**src/pwcd_pkg.sv**
```systemverilog
`timescale 1ns / 1ps

package pwcd_pkg;

    localparam int CFG_W          = 8;
    localparam int CFG_IDX_W      = 3;
    localparam int DEF_COUNT_BITS = 8;

    // Command sum is eight bits wide; the widest weight sum per edge is 6.
    localparam int SUM_W = 8;

    localparam logic [CFG_W-1:0] RST_BAND_ONE   = 8'd55;
    localparam logic [CFG_W-1:0] RST_BAND_TWO   = 8'd110;
    localparam logic [CFG_W-1:0] RST_BAND_THREE = 8'd165;
    localparam logic [CFG_W-1:0] RST_RESET_CODE = 8'd11;
    localparam logic [CFG_W-1:0] RST_READY_CODE = 8'd15;
    localparam logic [CFG_W-1:0] RST_GO_CODE    = 8'd13;

    localparam logic [SUM_W:0] WEIGHT_ONE   = 9'd1;
    localparam logic [SUM_W:0] WEIGHT_TWO   = 9'd4;
    localparam logic [SUM_W:0] WEIGHT_THREE = 9'd6;
    localparam logic [SUM_W:0] SUM_MAX      = 9'd255;

    typedef enum logic [CFG_IDX_W-1:0] {
        REG_BAND_ONE   = 3'd0,
        REG_BAND_TWO   = 3'd1,
        REG_BAND_THREE = 3'd2,
        REG_RESET_CODE = 3'd3,
        REG_READY_CODE = 3'd4,
        REG_GO_CODE    = 3'd5
    } reg_idx_t;

    typedef enum logic [1:0] {
        MODE_RESET = 2'd0,
        MODE_READY = 2'd1,
        MODE_GO    = 2'd2
    } mode_t;

    typedef struct packed {
        logic [CFG_W-1:0] band_one;
        logic [CFG_W-1:0] band_two;
        logic [CFG_W-1:0] band_three;
        logic [CFG_W-1:0] reset_code;
        logic [CFG_W-1:0] ready_code;
        logic [CFG_W-1:0] go_code;
    } cfg_t;

endpackage

```
**src/pwcd_cfg.sv**
```systemverilog
`timescale 1ns / 1ps

module pwcd_cfg
    import pwcd_pkg::*;
(
    input  logic                 clk,
    input  logic                 rst_n,
    input  logic                 wr_en,
    input  logic [CFG_IDX_W-1:0] wr_index,
    input  logic [CFG_W-1:0]     wr_data,
    output cfg_t                 cfg
);

    cfg_t cfg_reg;
    cfg_t cfg_next;

    always_comb
    begin
        cfg_next = cfg_reg;
        if (wr_en)
        begin
            case (wr_index)
                REG_BAND_ONE:   cfg_next.band_one   = wr_data;
                REG_BAND_TWO:   cfg_next.band_two   = wr_data;
                REG_BAND_THREE: cfg_next.band_three = wr_data;
                REG_RESET_CODE: cfg_next.reset_code = wr_data;
                REG_READY_CODE: cfg_next.ready_code = wr_data;
                REG_GO_CODE:    cfg_next.go_code    = wr_data;
                default:        cfg_next = cfg_reg;
            endcase
        end
    end

    always_ff @(posedge clk or negedge rst_n)
    begin
        if (!rst_n)
        begin
            cfg_reg.band_one   <= RST_BAND_ONE;
            cfg_reg.band_two   <= RST_BAND_TWO;
            cfg_reg.band_three <= RST_BAND_THREE;
            cfg_reg.reset_code <= RST_RESET_CODE;
            cfg_reg.ready_code <= RST_READY_CODE;
            cfg_reg.go_code    <= RST_GO_CODE;
        end
        else
        begin
            cfg_reg <= cfg_next;
        end
    end

    assign cfg = cfg_reg;

endmodule

```
**src/pwcd_core.sv**
```systemverilog
`timescale 1ns / 1ps

module pwcd_core
    import pwcd_pkg::*;
#(
    parameter int COUNT_BITS = DEF_COUNT_BITS
)
(
    input  logic  clk,
    input  logic  rst_n,
    input  logic  step,
    input  logic  level,
    input  cfg_t  cfg,
    output mode_t mode_next,
    output logic  frame_next
);

    localparam int CMP_W = (COUNT_BITS > CFG_W) ? COUNT_BITS : CFG_W;
    localparam logic [COUNT_BITS-1:0] COUNT_MAX = {COUNT_BITS{1'b1}};

    logic                  last_level_reg, last_level_next;
    logic [COUNT_BITS-1:0] tick_count_reg, tick_count_next;
    logic                  counting_reg, counting_next;
    logic                  timeout_seen_reg, timeout_seen_next;
    logic [SUM_W-1:0]      command_sum_reg, command_sum_next;
    mode_t                 mode_reg, mode_upd;

    logic [CMP_W-1:0] t_ext, lim1, lim2, lim3;
    logic             in_one, in_two, in_three;
    logic [SUM_W:0]   sum_wide;
    logic             fall, rise;

    assign t_ext = CMP_W'(tick_count_reg);
    assign lim1  = CMP_W'(cfg.band_one);
    assign lim2  = CMP_W'(cfg.band_two);
    assign lim3  = CMP_W'(cfg.band_three);

    // Bands are bounded by adjacent limits and are mutually exclusive; at most one weight is added.
    assign in_one   = (t_ext != '0) && (t_ext <= lim1);
    assign in_two   = (t_ext > lim1) && (t_ext <= lim2);
    assign in_three = (t_ext > lim2) && (t_ext <= lim3);

    assign sum_wide = {1'b0, command_sum_reg}
                    + (in_one   ? WEIGHT_ONE   : '0)
                    + (in_two   ? WEIGHT_TWO   : '0)
                    + (in_three ? WEIGHT_THREE : '0);

    assign fall = last_level_reg && !level;
    assign rise = !last_level_reg && level;

    always_comb
    begin
        last_level_next   = level;
        tick_count_next   = tick_count_reg;
        counting_next     = counting_reg;
        timeout_seen_next = timeout_seen_reg;
        command_sum_next  = command_sum_reg;
        mode_upd          = mode_reg;
        frame_next        = 1'b0;
        if (fall)
        begin
            if (timeout_seen_reg)
            begin
                timeout_seen_next = 1'b0;
            end
            else
            begin
                tick_count_next = '0;
                counting_next   = 1'b1;
            end
        end
        else if (rise)
        begin
            counting_next    = 1'b0;
            command_sum_next = (sum_wide > SUM_MAX) ? SUM_MAX[SUM_W-1:0]
                                                    : sum_wide[SUM_W-1:0];
        end
        else if (counting_reg)
        begin
            if (tick_count_reg == COUNT_MAX)
            begin
                tick_count_next = '0;
                counting_next   = 1'b0;
                if (command_sum_reg == cfg.reset_code)
                    mode_upd = MODE_RESET;
                else if (command_sum_reg == cfg.ready_code)
                    mode_upd = MODE_READY;
                else if (command_sum_reg == cfg.go_code)
                    mode_upd = MODE_GO;
                command_sum_next  = '0;
                timeout_seen_next = 1'b1;
                frame_next        = 1'b1;
            end
            else
            begin
                tick_count_next = tick_count_reg + COUNT_BITS'(1);
            end
        end
    end

    assign mode_next = mode_upd;

    always_ff @(posedge clk or negedge rst_n)
    begin
        if (!rst_n)
        begin
            last_level_reg   <= 1'b1;
            tick_count_reg   <= '0;
            counting_reg     <= 1'b0;
            timeout_seen_reg <= 1'b0;
            command_sum_reg  <= '0;
            mode_reg         <= MODE_RESET;
        end
        else if (step)
        begin
            last_level_reg   <= last_level_next;
            tick_count_reg   <= tick_count_next;
            counting_reg     <= counting_next;
            timeout_seen_reg <= timeout_seen_next;
            command_sum_reg  <= command_sum_next;
            mode_reg         <= mode_upd;
        end
    end

endmodule

```
**src/pulse_width_command_decoder.sv**
```systemverilog
`timescale 1ns / 1ps
// Path: an accepted request is held in the input register and then moves into
// the result register, from which its result is taken.
// Throughput: one request per cycle unless out_stall backs up; the input and result
// registers each take a new request whenever the stage after them moves.
// Reset (rst_n, asynchronous, active low): both stages empty, registers at
// their defaults, line taken as idle high, counter stopped, reset mode.
module pulse_width_command_decoder
    import pwcd_pkg::*;
#(
    parameter int COUNT_BITS = DEF_COUNT_BITS
)
(
    input  logic                 clk,
    input  logic                 rst_n,
    // configuration write port
    input  logic                 wr_en,
    input  logic [CFG_IDX_W-1:0] wr_index,
    input  logic [CFG_W-1:0]     wr_data,
    // sample channel
    input  logic                 in_valid,
    output logic                 in_stall,
    input  logic                 line_level,
    // result channel
    output logic                 out_valid,
    input  logic                 out_stall,
    output logic                 ready_pin,
    output logic                 go_pin,
    output logic                 go_lamp,
    output logic                 reset_lamp,
    output logic [1:0]           start_mode,
    output logic                 frame_end
);

    cfg_t  cfg;
    mode_t mode_next;
    logic  frame_next;

    // Input register: holds one sample request.
    logic s1_valid_reg, s1_valid_next;
    logic s1_level_reg;

    // Result register.
    logic  out_valid_reg, out_valid_next;
    mode_t out_mode_reg;
    logic  out_frame_reg;

    logic advance;
    logic accept;

    // Move the held sample into the result register when that register
    // is empty or its content is taken at this edge.
    assign advance  = s1_valid_reg && (!out_valid_reg || !out_stall);
    // Take a new sample when the input register is empty or drains now.
    assign in_stall = s1_valid_reg && !advance;
    assign accept   = in_valid && !in_stall;

    pwcd_cfg u_cfg (
        .clk      (clk),
        .rst_n    (rst_n),
        .wr_en    (wr_en),
        .wr_index (wr_index),
        .wr_data  (wr_data),
        .cfg      (cfg)
    );

    // Decoder state advances exactly once per sample, as it leaves stage one.
    pwcd_core #(
        .COUNT_BITS (COUNT_BITS)
    ) u_core (
        .clk        (clk),
        .rst_n      (rst_n),
        .step       (advance),
        .level      (s1_level_reg),
        .cfg        (cfg),
        .mode_next  (mode_next),
        .frame_next (frame_next)
    );

    always_comb
    begin
        s1_valid_next = s1_valid_reg;
        if (accept)
            s1_valid_next = 1'b1;
        else if (advance)
            s1_valid_next = 1'b0;

        out_valid_next = out_valid_reg;
        if (advance)
            out_valid_next = 1'b1;
        else if (!out_stall)
            out_valid_next = 1'b0;
    end

    always_ff @(posedge clk or negedge rst_n)
    begin
        if (!rst_n)
        begin
            s1_valid_reg  <= 1'b0;
            out_valid_reg <= 1'b0;
        end
        else
        begin
            s1_valid_reg  <= s1_valid_next;
            out_valid_reg <= out_valid_next;
        end
    end

    // Payload registers: no reset needed.
    always_ff @(posedge clk)
    begin
        if (accept)
            s1_level_reg <= line_level;
        if (advance)
        begin
            out_mode_reg  <= mode_next;
            out_frame_reg <= frame_next;
        end
    end

    // Pin and lamp levels follow straight from the registered mode.
    assign out_valid  = out_valid_reg;
    assign ready_pin  = (out_mode_reg == MODE_READY);
    assign go_pin     = (out_mode_reg == MODE_GO);
    assign go_lamp    = (out_mode_reg == MODE_READY) || (out_mode_reg == MODE_GO);
    assign reset_lamp = (out_mode_reg == MODE_RESET) || (out_mode_reg == MODE_READY);
    assign start_mode = out_mode_reg;
    assign frame_end  = out_frame_reg;

endmodule
```
**config.mk**
```make
export PLATFORM = sky130hd
export DESIGN_NAME = pulse_width_command_decoder
export DESIGN_NICKNAME = d
export VERILOG_FILES = /design/src/pwcd_pkg.sv /design/src/pwcd_cfg.sv /design/src/pwcd_core.sv /design/src/pulse_width_command_decoder.sv
export SDC_FILE = /design/constraint.sdc
export NUM_CORES = 1
export LEC_CHECK = 0
export ABC_AREA = 1
export BUFFER_PORTS_ARGS = -buffer_cell sky130_fd_sc_hd__clkbuf_2
export CAP_MARGIN = 0
export CORE_UTILIZATION = 65
export CTS_CLUSTER_DIAMETER = 120
export CTS_CLUSTER_SIZE = 10
export DETAILED_ROUTE_END_ITERATION = 10
export GPL_ROUTABILITY_DRIVEN = 0
export PLACE_DENSITY_LB_ADDON = 0.3
export SYNTH_ARGS = -nofsm -noshare
export SYNTH_HDL_FRONTEND = slang
export SYNTH_SLANG_ARGS = --single-unit
```
**constraint.sdc**
```tcl
create_clock -name clk -period 5.2 [get_ports clk]
set_input_delay 0.26 -clock clk [delete_from_list [all_inputs] [get_ports clk]]
set_output_delay 0.26 -clock clk [all_outputs]
set_load 0.03 [all_outputs]
```
==> results of run 1 <==
==> worst min path at each step <==
stage                    start           end  slack (ps)  cells after the start
global placement    line_level  s1_level_reg         440                      1
detailed placement  line_level  s1_level_reg         450                      1
global route        line_level  s1_level_reg          80                      1
finish              line_level  s1_level_reg          80                      1
floorplan                rst_n     out_valid         -40                      0
CTS                 line_level  s1_level_reg          80                      1
==> kinds of logic after synthesis <==
logic type      Yosys count  synth area share, %
buf+inv                 100                 8.71
simple gates            230                 22.0
fa+ha+maj                37                 10.7
compound gates           87                 10.7
flops                    75                 44.0
xor+xnor                 19                 3.80
==> where the power goes <==
| group | switching (mW) | leakage (nW) | internal, mW |
|---|---|---|---|
| Clock | 0.240 | 0.0925 | 0.181 |
| Sequential | 0.167 | 0.884 | 0.744 |
| Combinational | 0.508 | 1.50 | 0.355 |
==> metrics by stage <==
| step | area, sq um | instances | util [%] | hold slack (ps) |
|---|---|---|---|---|
| 3_3_place_gp | 4560 | 641 | 71.1 | 443 |
| 2_1_floorplan | 4380 | 548 | - | -35.6 |
| 5_1_grt | 4750 | 657 | 73.9 | 75.5 |
| 3_5_place_dp | 4560 | 641 | 71.1 | 446 |
| 4_1_cts | 4750 | 657 | 73.9 | 81.3 |
| 6_report | 4750 | 657 | 73.9 | 84.2 |
==> cell usage after synthesis, types with 7 or more instances <==
cell      number  area share, %
a21oi_1       15            1.7
clkbuf_1       7           0.60
dfrtp_1       46             26
dfstp_2       25             15
ha_1          36             10
inv_1         88            7.5
nand2_1      167             14
nand3_1       13            1.5
nor2_1        26            2.2
o21ai_0       60            6.9
xnor2_1       13            2.6
==> cell type report <==
cell class              instances  area, sq um  area share, %
multi-input cells             373         2070           43.6
flip-flops and latches         75         1930           40.6
inverters                      90          338           7.12
repair buffers                 26          133           2.79
clock buffers                   9          124           2.61
well taps                      77         96.3           2.03
clock inverters                 7         58.8           1.24
==> per-layer routing <==
metal | vias to the layer above | part of all wire, % | global-route usage, %
met1 | 1660 | 44 | 39.3
met5 | - | 0 | 0
li1 | 1788 | - | -
met3 | 18 | 6.4 | 5.54
met2 | 114 | 47 | 47.2
met4 | 0 | 2.2 | 12.2
==> summary.md, run 1 <==
| Metric | Value |
|---|---|
| Outcome | `complete, but fails checks` |
| Violated checks | `design-rule violations` |
| Layout area overhead | `8.40%` |
| FF-to-FF End | `u_core.command_sum_reg[0]` |
| Post-synth EDFFs | `4` |
| Async S/R FF share, synth | `94.7%` |
| Crit-path slowest cell | `dfstp_2` |
| RSZ-0062 raised after global routing | `false` |
| Vert. Die Dim | `84.1 microns` |
| RR Startpoint | `u_cfg.cfg[33]` |
| Placement Setup Slack | `1970 ps` |
| CTS tree | `done` |
| Die area | `7070 sq um` |
| CP top delay family | `simple AND/OR/NAND/NOR gates` |
| Worst setup margin | `1920 ps` |
| Max stage delay on crit path | `540 ps` |
| Share of layout cells above drive strength 1 | `14.5%` |
| Clock slew at reported path FFs | `80 ps` |
| Initial antenna violation count | `0` |
| Global-route wire length before repair | `16,100 microns` |
| WP depth | `21` |
| Cell Area, Synth | `4380 sq um` |
| Largest net degree at the start of global routing | `72` |
| Postcts setup bufs | `0` |
| Top cell by count, worst path | `nand2_1` |
| Bufs and invs on worst path | `4` |
| Nets | `629` |
| Tot GR Track Use | `29.4%` |
| Most frequent cells in the layout | `nand2_1, inv_1, o21ai_0, dfrtp_1, ha_1` |
| Mapped Avg Cell Area | `7.99 sq um` |
| Clock skew | `11.2 ps` |
| Initial Utilization | `68.2%` |
| Inserted Clock Buffers | `9` |
| Crit share post-route | `63.1%` |
| PwrDens | `462 nW/um^2` |
| Number of placement rows | `29` |
| Slew Limit Fails | `0` |
| Reg2Reg Depth | `21` |
| Rel. slew slack | `40.9%` |
| Core area | `6420 sq um` |
| Via density | `5.45` |
| # IOs | `26` |
| CP endpoint kind | `register` |
| Dpl hpwl | `6780 microns` |
| Worst-Margin Slew | `887 ps` |
| Yosys warns | `0` |
| 1st-pass router iterations | `8` |
| Crit start category | `register` |
| Kind of critical path | `reg2reg` |
| # resized after CTS | `0` |
| Fill count | `488` |
| Synth unique cells | `35` |
| Commonest non-fill, non-tap cell in the layout | `nand2_1` |
| # hold bufs at CTS | `0` |
| Via count | `3,580` |
| Routed Antenna Nets | `0` |
| DR WL/cell | `14.2 microns` |
| CTS Sinks | `75` |
| Mapped Nets | `602` |
| Total power | `2.19 mW` |
| Die X-Extent | `84.1 microns` |
| F_max | `0.305 GHz` |
| HP Class | `in2reg` |
| Req. time, crit path | `5490 ps` |
| Worst VDD drop | `0.239 mV` |
| Vias in the first global route | `3,494` |
| Drt total wl | `9310 microns` |
| CP arrival | `3570 ps` |
| Fin. Hold Viols | `0` |
| Crit path time final | `3280 ps` |
| CP Cell Sequence | `inv_1 > ha_1 > inv_1 > nor2_1 > nor2_1 > o21ai_0 > nand2_1 > a21oi_1 > inv_1 > nand2_1 > nand2_1 > ha_1 > ha_1 > nand3_1 > nand3_1 > nand2_1 > nor2_1 > nand3_1 > inv_1 > o21ai_0 > nand2_1` |
| Root Driver | `clkbuf_8` |
| Mapped Cells | `548` |
| Number of flip-flops in the largest register | `48` |
| Clk_lat worst skew | `360 ps` |
| Final setup TNS | `0 ps` |
| Synthesized flop and latch total | `75` |
| Congestion Overflow GR | `0` |
| Final Setup Violations | `0` |
| ANT cells | `0` |
| Initial DRC Count | `200` |
| MaxCap Viol Count | `0` |
| CTS Buffer Depth | `2` |
| Critical path destination | `u_core.command_sum_reg[0]` |
| # port buffers | `25` |
| Leakage power | `2.47 nW` |
| H-tree depth | `3` |
| Prevailing post-synth register cell | `dfrtp_1` |
| Crit. Startpoint | `u_cfg.cfg[33]` |
| Seq/Total Area, Yosys | `44.0%` |
| Crit-path max FO | `5` |
| Drc violations | `10` |
| Reg-to-reg slack, setup | `1920 ps` |
(Power assumes the default switching activity.)
==> run 2: changes to the inputs <==
Settings changed: ABC_AREA 1 to 0, CORE_UTILIZATION 65 to 55.
Clock period 5.2 ns to 2.7 ns, I/O delays scaled along.
==> run 2 against run 1 <==
Against the previous run:
- the flow finishes with violations (negative setup slack)
- global-route usage decreased by 4.8 points
- clock-buffer cell count up 5
- sequential share of layout area fell by 2.4 points
- die area rose by 15%
==> summary.md, run 2 <==
| Metric | Value |
|---|---|
| Outcome | `complete, but fails checks` |
| Placement Setup Slack | `-601 ps (-2570 ps)` |
| CTS Sinks | `75 (unchanged)` |
| Fill count | `571 (+17%)` |
| Seq/Total Area, Yosys | `45.1% (+1.0 points)` |
| Crit share post-route | `121% (+58 points)` |
| Worst VDD drop | `0.453 mV (+89%)` |
| Number of placement rows | `31 (+6.9%)` |
| Worst setup margin | `-564 ps (-2480 ps)` |
| Die X-Extent | `90.2 microns (+7.3%)` |
| RSZ-0062 raised after global routing | `true` |
| Clock skew | `7.54 ps (-3.62 ps)` |
| # port buffers | `25 (unchanged)` |
| Fin. Hold Viols | `0 (unchanged)` |
| Leakage power | `2.17 nW (-12%)` |
| Vert. Die Dim | `90.2 microns (+7.3%)` |
| Hold Startpoint | `out_stall` |
| Initial DRC Count | `177 (-12%)` |
| Prevailing post-synth register cell | `dfrtp_1` |
| Violated checks | `negative setup slack` |
| # IOs | `26 (unchanged)` |
| DR WL/cell | `15.8 microns (+12%)` |
| Synth area leader | `dfrtp_1` |
| Crit start category | `register` |
| Mapped Avg Cell Area | `10.1 sq um (+27%)` |
| HP Class | `in2reg` |
| Most frequent cells in the layout | `nand2_1, dfrtp_1, o21ai_0, ha_1, inv_1` |
| Post-synth EDFFs | `4 (unchanged)` |
| Tot GR Track Use | `24.5% (-4.8 points)` |
| ANT cells | `0 (unchanged)` |
| Initial Utilization | `58.0% (-10 points)` |
| Share of layout cells above drive strength 1 | `31.5% (+17 points)` |
| Number of flip-flops in the largest register | `48 (unchanged)` |
| Routed Antenna Nets | `0 (unchanged)` |
| Root Driver | `clkbuf_8` |
| CTS tree | `done` |
| Yosys top cell area share | `26.9% (+0.62 points)` |
| Initial antenna violation count | `0 (unchanged)` |
| Met3 GRT Util | `6.77% (+1.2 points)` |
| Worst hold slack | `20.2 ps (-63.9 ps)` |
| H-tree depth | `3 (unchanged)` |
| Yosys warns | `0 (unchanged)` |
| Mapped Cells | `423 (-23%)` |
| Async S/R FF share, synth | `94.7% (unchanged)` |
| Worst-Margin Slew | `818 ps (-68.1 ps)` |
| Post-synth top cells | `dfrtp_1, nand2_1, o21ai_0` |
| Clk_lat worst skew | `350 ps (about the same)` |
| GR Layer Usage met2 | `39.8% (-7.4 points)` |
| MaxCap Viol Count | `0 (unchanged)` |
| CP endpoint kind | `register` |
| Met1 usage | `31.3% (-8.0 points)` |
| Synthesized flop and latch total | `75 (unchanged)` |
| Core area | `7370 sq um (+15%)` |
| Largest net degree at the start of global routing | `38 (-47%)` |
| Mapped Nets | `477 (-21%)` |
| Synth top area cells | `dfrtp_1, dfstp_2, ha_1` |
| Total power | `3.97 mW (+81%)` |
| PwrDens | `786 nW/um^2 (+70%)` |
| Congestion Overflow GR | `0 (unchanged)` |
| Via density | `5.60 (+2.8%)` |
| Inserted Clock Buffers | `9 (unchanged)` |
| Kind of critical path | `reg2reg` |
| F_max | `0.306 GHz (+0.52%)` |
| 1st-pass router iterations | `4 (-4)` |
| Final Setup Violations | `8 (+8)` |
| Crit. Startpoint | `u_cfg.cfg[33]` |
| Global route hottest layer | `met2` |
| Drt total wl | `9250 microns (-0.65%)` |
| Crit path time final | `3260 ps (-16.9 ps)` |
| Final setup TNS | `-4110 ps (-4110 ps)` |
| Nets | `534 (-15%)` |
| Global-route wire length before repair | `15,400 microns (-4.5%)` |
| Clock slew at reported path FFs | `80 ps (about the same)` |
| Vias in the first global route | `3,205 (-8.3%)` |
| CP arrival | `3500 ps (-70 ps)` |
| Drc violations | `0 (-10)` |
| Final instance area | `5040 sq um (+6.3%)` |
| Post-DP Area | `4720 sq um (+3.4%)` |
| Die area | `8130 sq um (+15%)` |
| Req. time, crit path | `2940 ps (-2550 ps)` |
| Slew Limit Fails | `0 (unchanged)` |
| Layout area overhead | `17.9%` |
| Dpl hpwl | `6790 microns (about the same)` |
| Via count | `3,270 (-8.7%)` |
| Synth unique cells | `49 (+40%)` |
| Rel. slew slack | `45.4% (+4.5 points)` |
| RR Startpoint | `u_cfg.cfg[33]` |
| Cell Area, Synth | `4280 sq um (-2.3%)` |
| CTS Buffer Depth | `2 (unchanged)` |
| Crit-path max FO | `2 (-3)` |
[run 2: cell types whose count changed in the layout (fill, tap and decap cells not counted), sizes merged, moves of 6 or more]
cell / change
a21oi: +7
buf: +28
inv: -59
mux2: +29
nand2: -126
nor2: -13
nor2b: +6
o21ai: -20
xnor2: +16
[run 2: timing repair]
action,4_1_cts,5_1_grt
cloned,0,0
pin swaps,13,14
gates resized for setup,10,11
setup endpoints to repair,8,8
hold endpoints to repair,25,0
setup buffers,2,5
hold buffers,3,0
[run 2: power breakdown]
group          switching, mW  internal, mW
logic                  0.755         0.804
clock network          0.394         0.359
registers              0.231          1.42
total                   1.38          2.59
[run 2: cells by family after synthesis]
logic type | synth area share, %
AOI/OAI and AO/OA | 11.7
DFF | 45.1
adders and majority gates | 11.3
and+or+nand+nor | 14.0
buffers and inverters | 4.18
xor gates and xnor gates | 6.14
muxes | 7.63
[run 2: worst max-delay path, stage by stage, from the launching register on]
cell and delay (ps):
dfstp_2 530, inv_2 50, ha_4 210, nor2b_4 120
o211ai_1 240, a21oi_2 100, o22ai_2 160, mux2_4 340
ha_4 270, inv_2 30, fa_2 340, inv_2 60
a21oi_2 50, or3_4 340, a221oi_2 250, a21oi_1 60
[run 2: final cells by class]
class                   count  area [sq um]  share of cell area (%)
clock buffers              14           153                    3.03
clock inverters             2          12.5                   0.248
inverters                  35           131                    2.60
multi-input cells         302          2300                    45.7
flip-flops and latches     75          1930                    38.2
well taps                  99           124                    2.46
repair buffers             57           393                    7.79
[run 2: path summary, 6_finish.rpt]
path,end,slack [ps],cells after the start
min,out_valid,20,2
min in group asynchronous,u_cfg.cfg[13],410,2
max,u_core.command_sum_reg[7],-560,15
max in group asynchronous,u_cfg.cfg[37],1560,3
min reg2reg,out_valid,480,1
max reg2reg,u_core.command_sum_reg[7],-560,15
[run 2: per-layer routing]
metal  wire [microns]  vias up  share of wire [%]
li1                 -     1587                  -
met1             4150     1589                 45
met2             4510       76                 49
met3              387       18                4.2
met4              206        0                2.2
met5                0        -                  0
[run 2: stage by stage]
step / instances / utilization, %
3_3_place_gp: 558 / 64.0
2_1_floorplan: 423 / -
4_1_cts: 579 / 67.5
6_report: 584 / 68.5
3_5_place_dp: 558 / 64.0
5_1_grt: 584 / 68.5
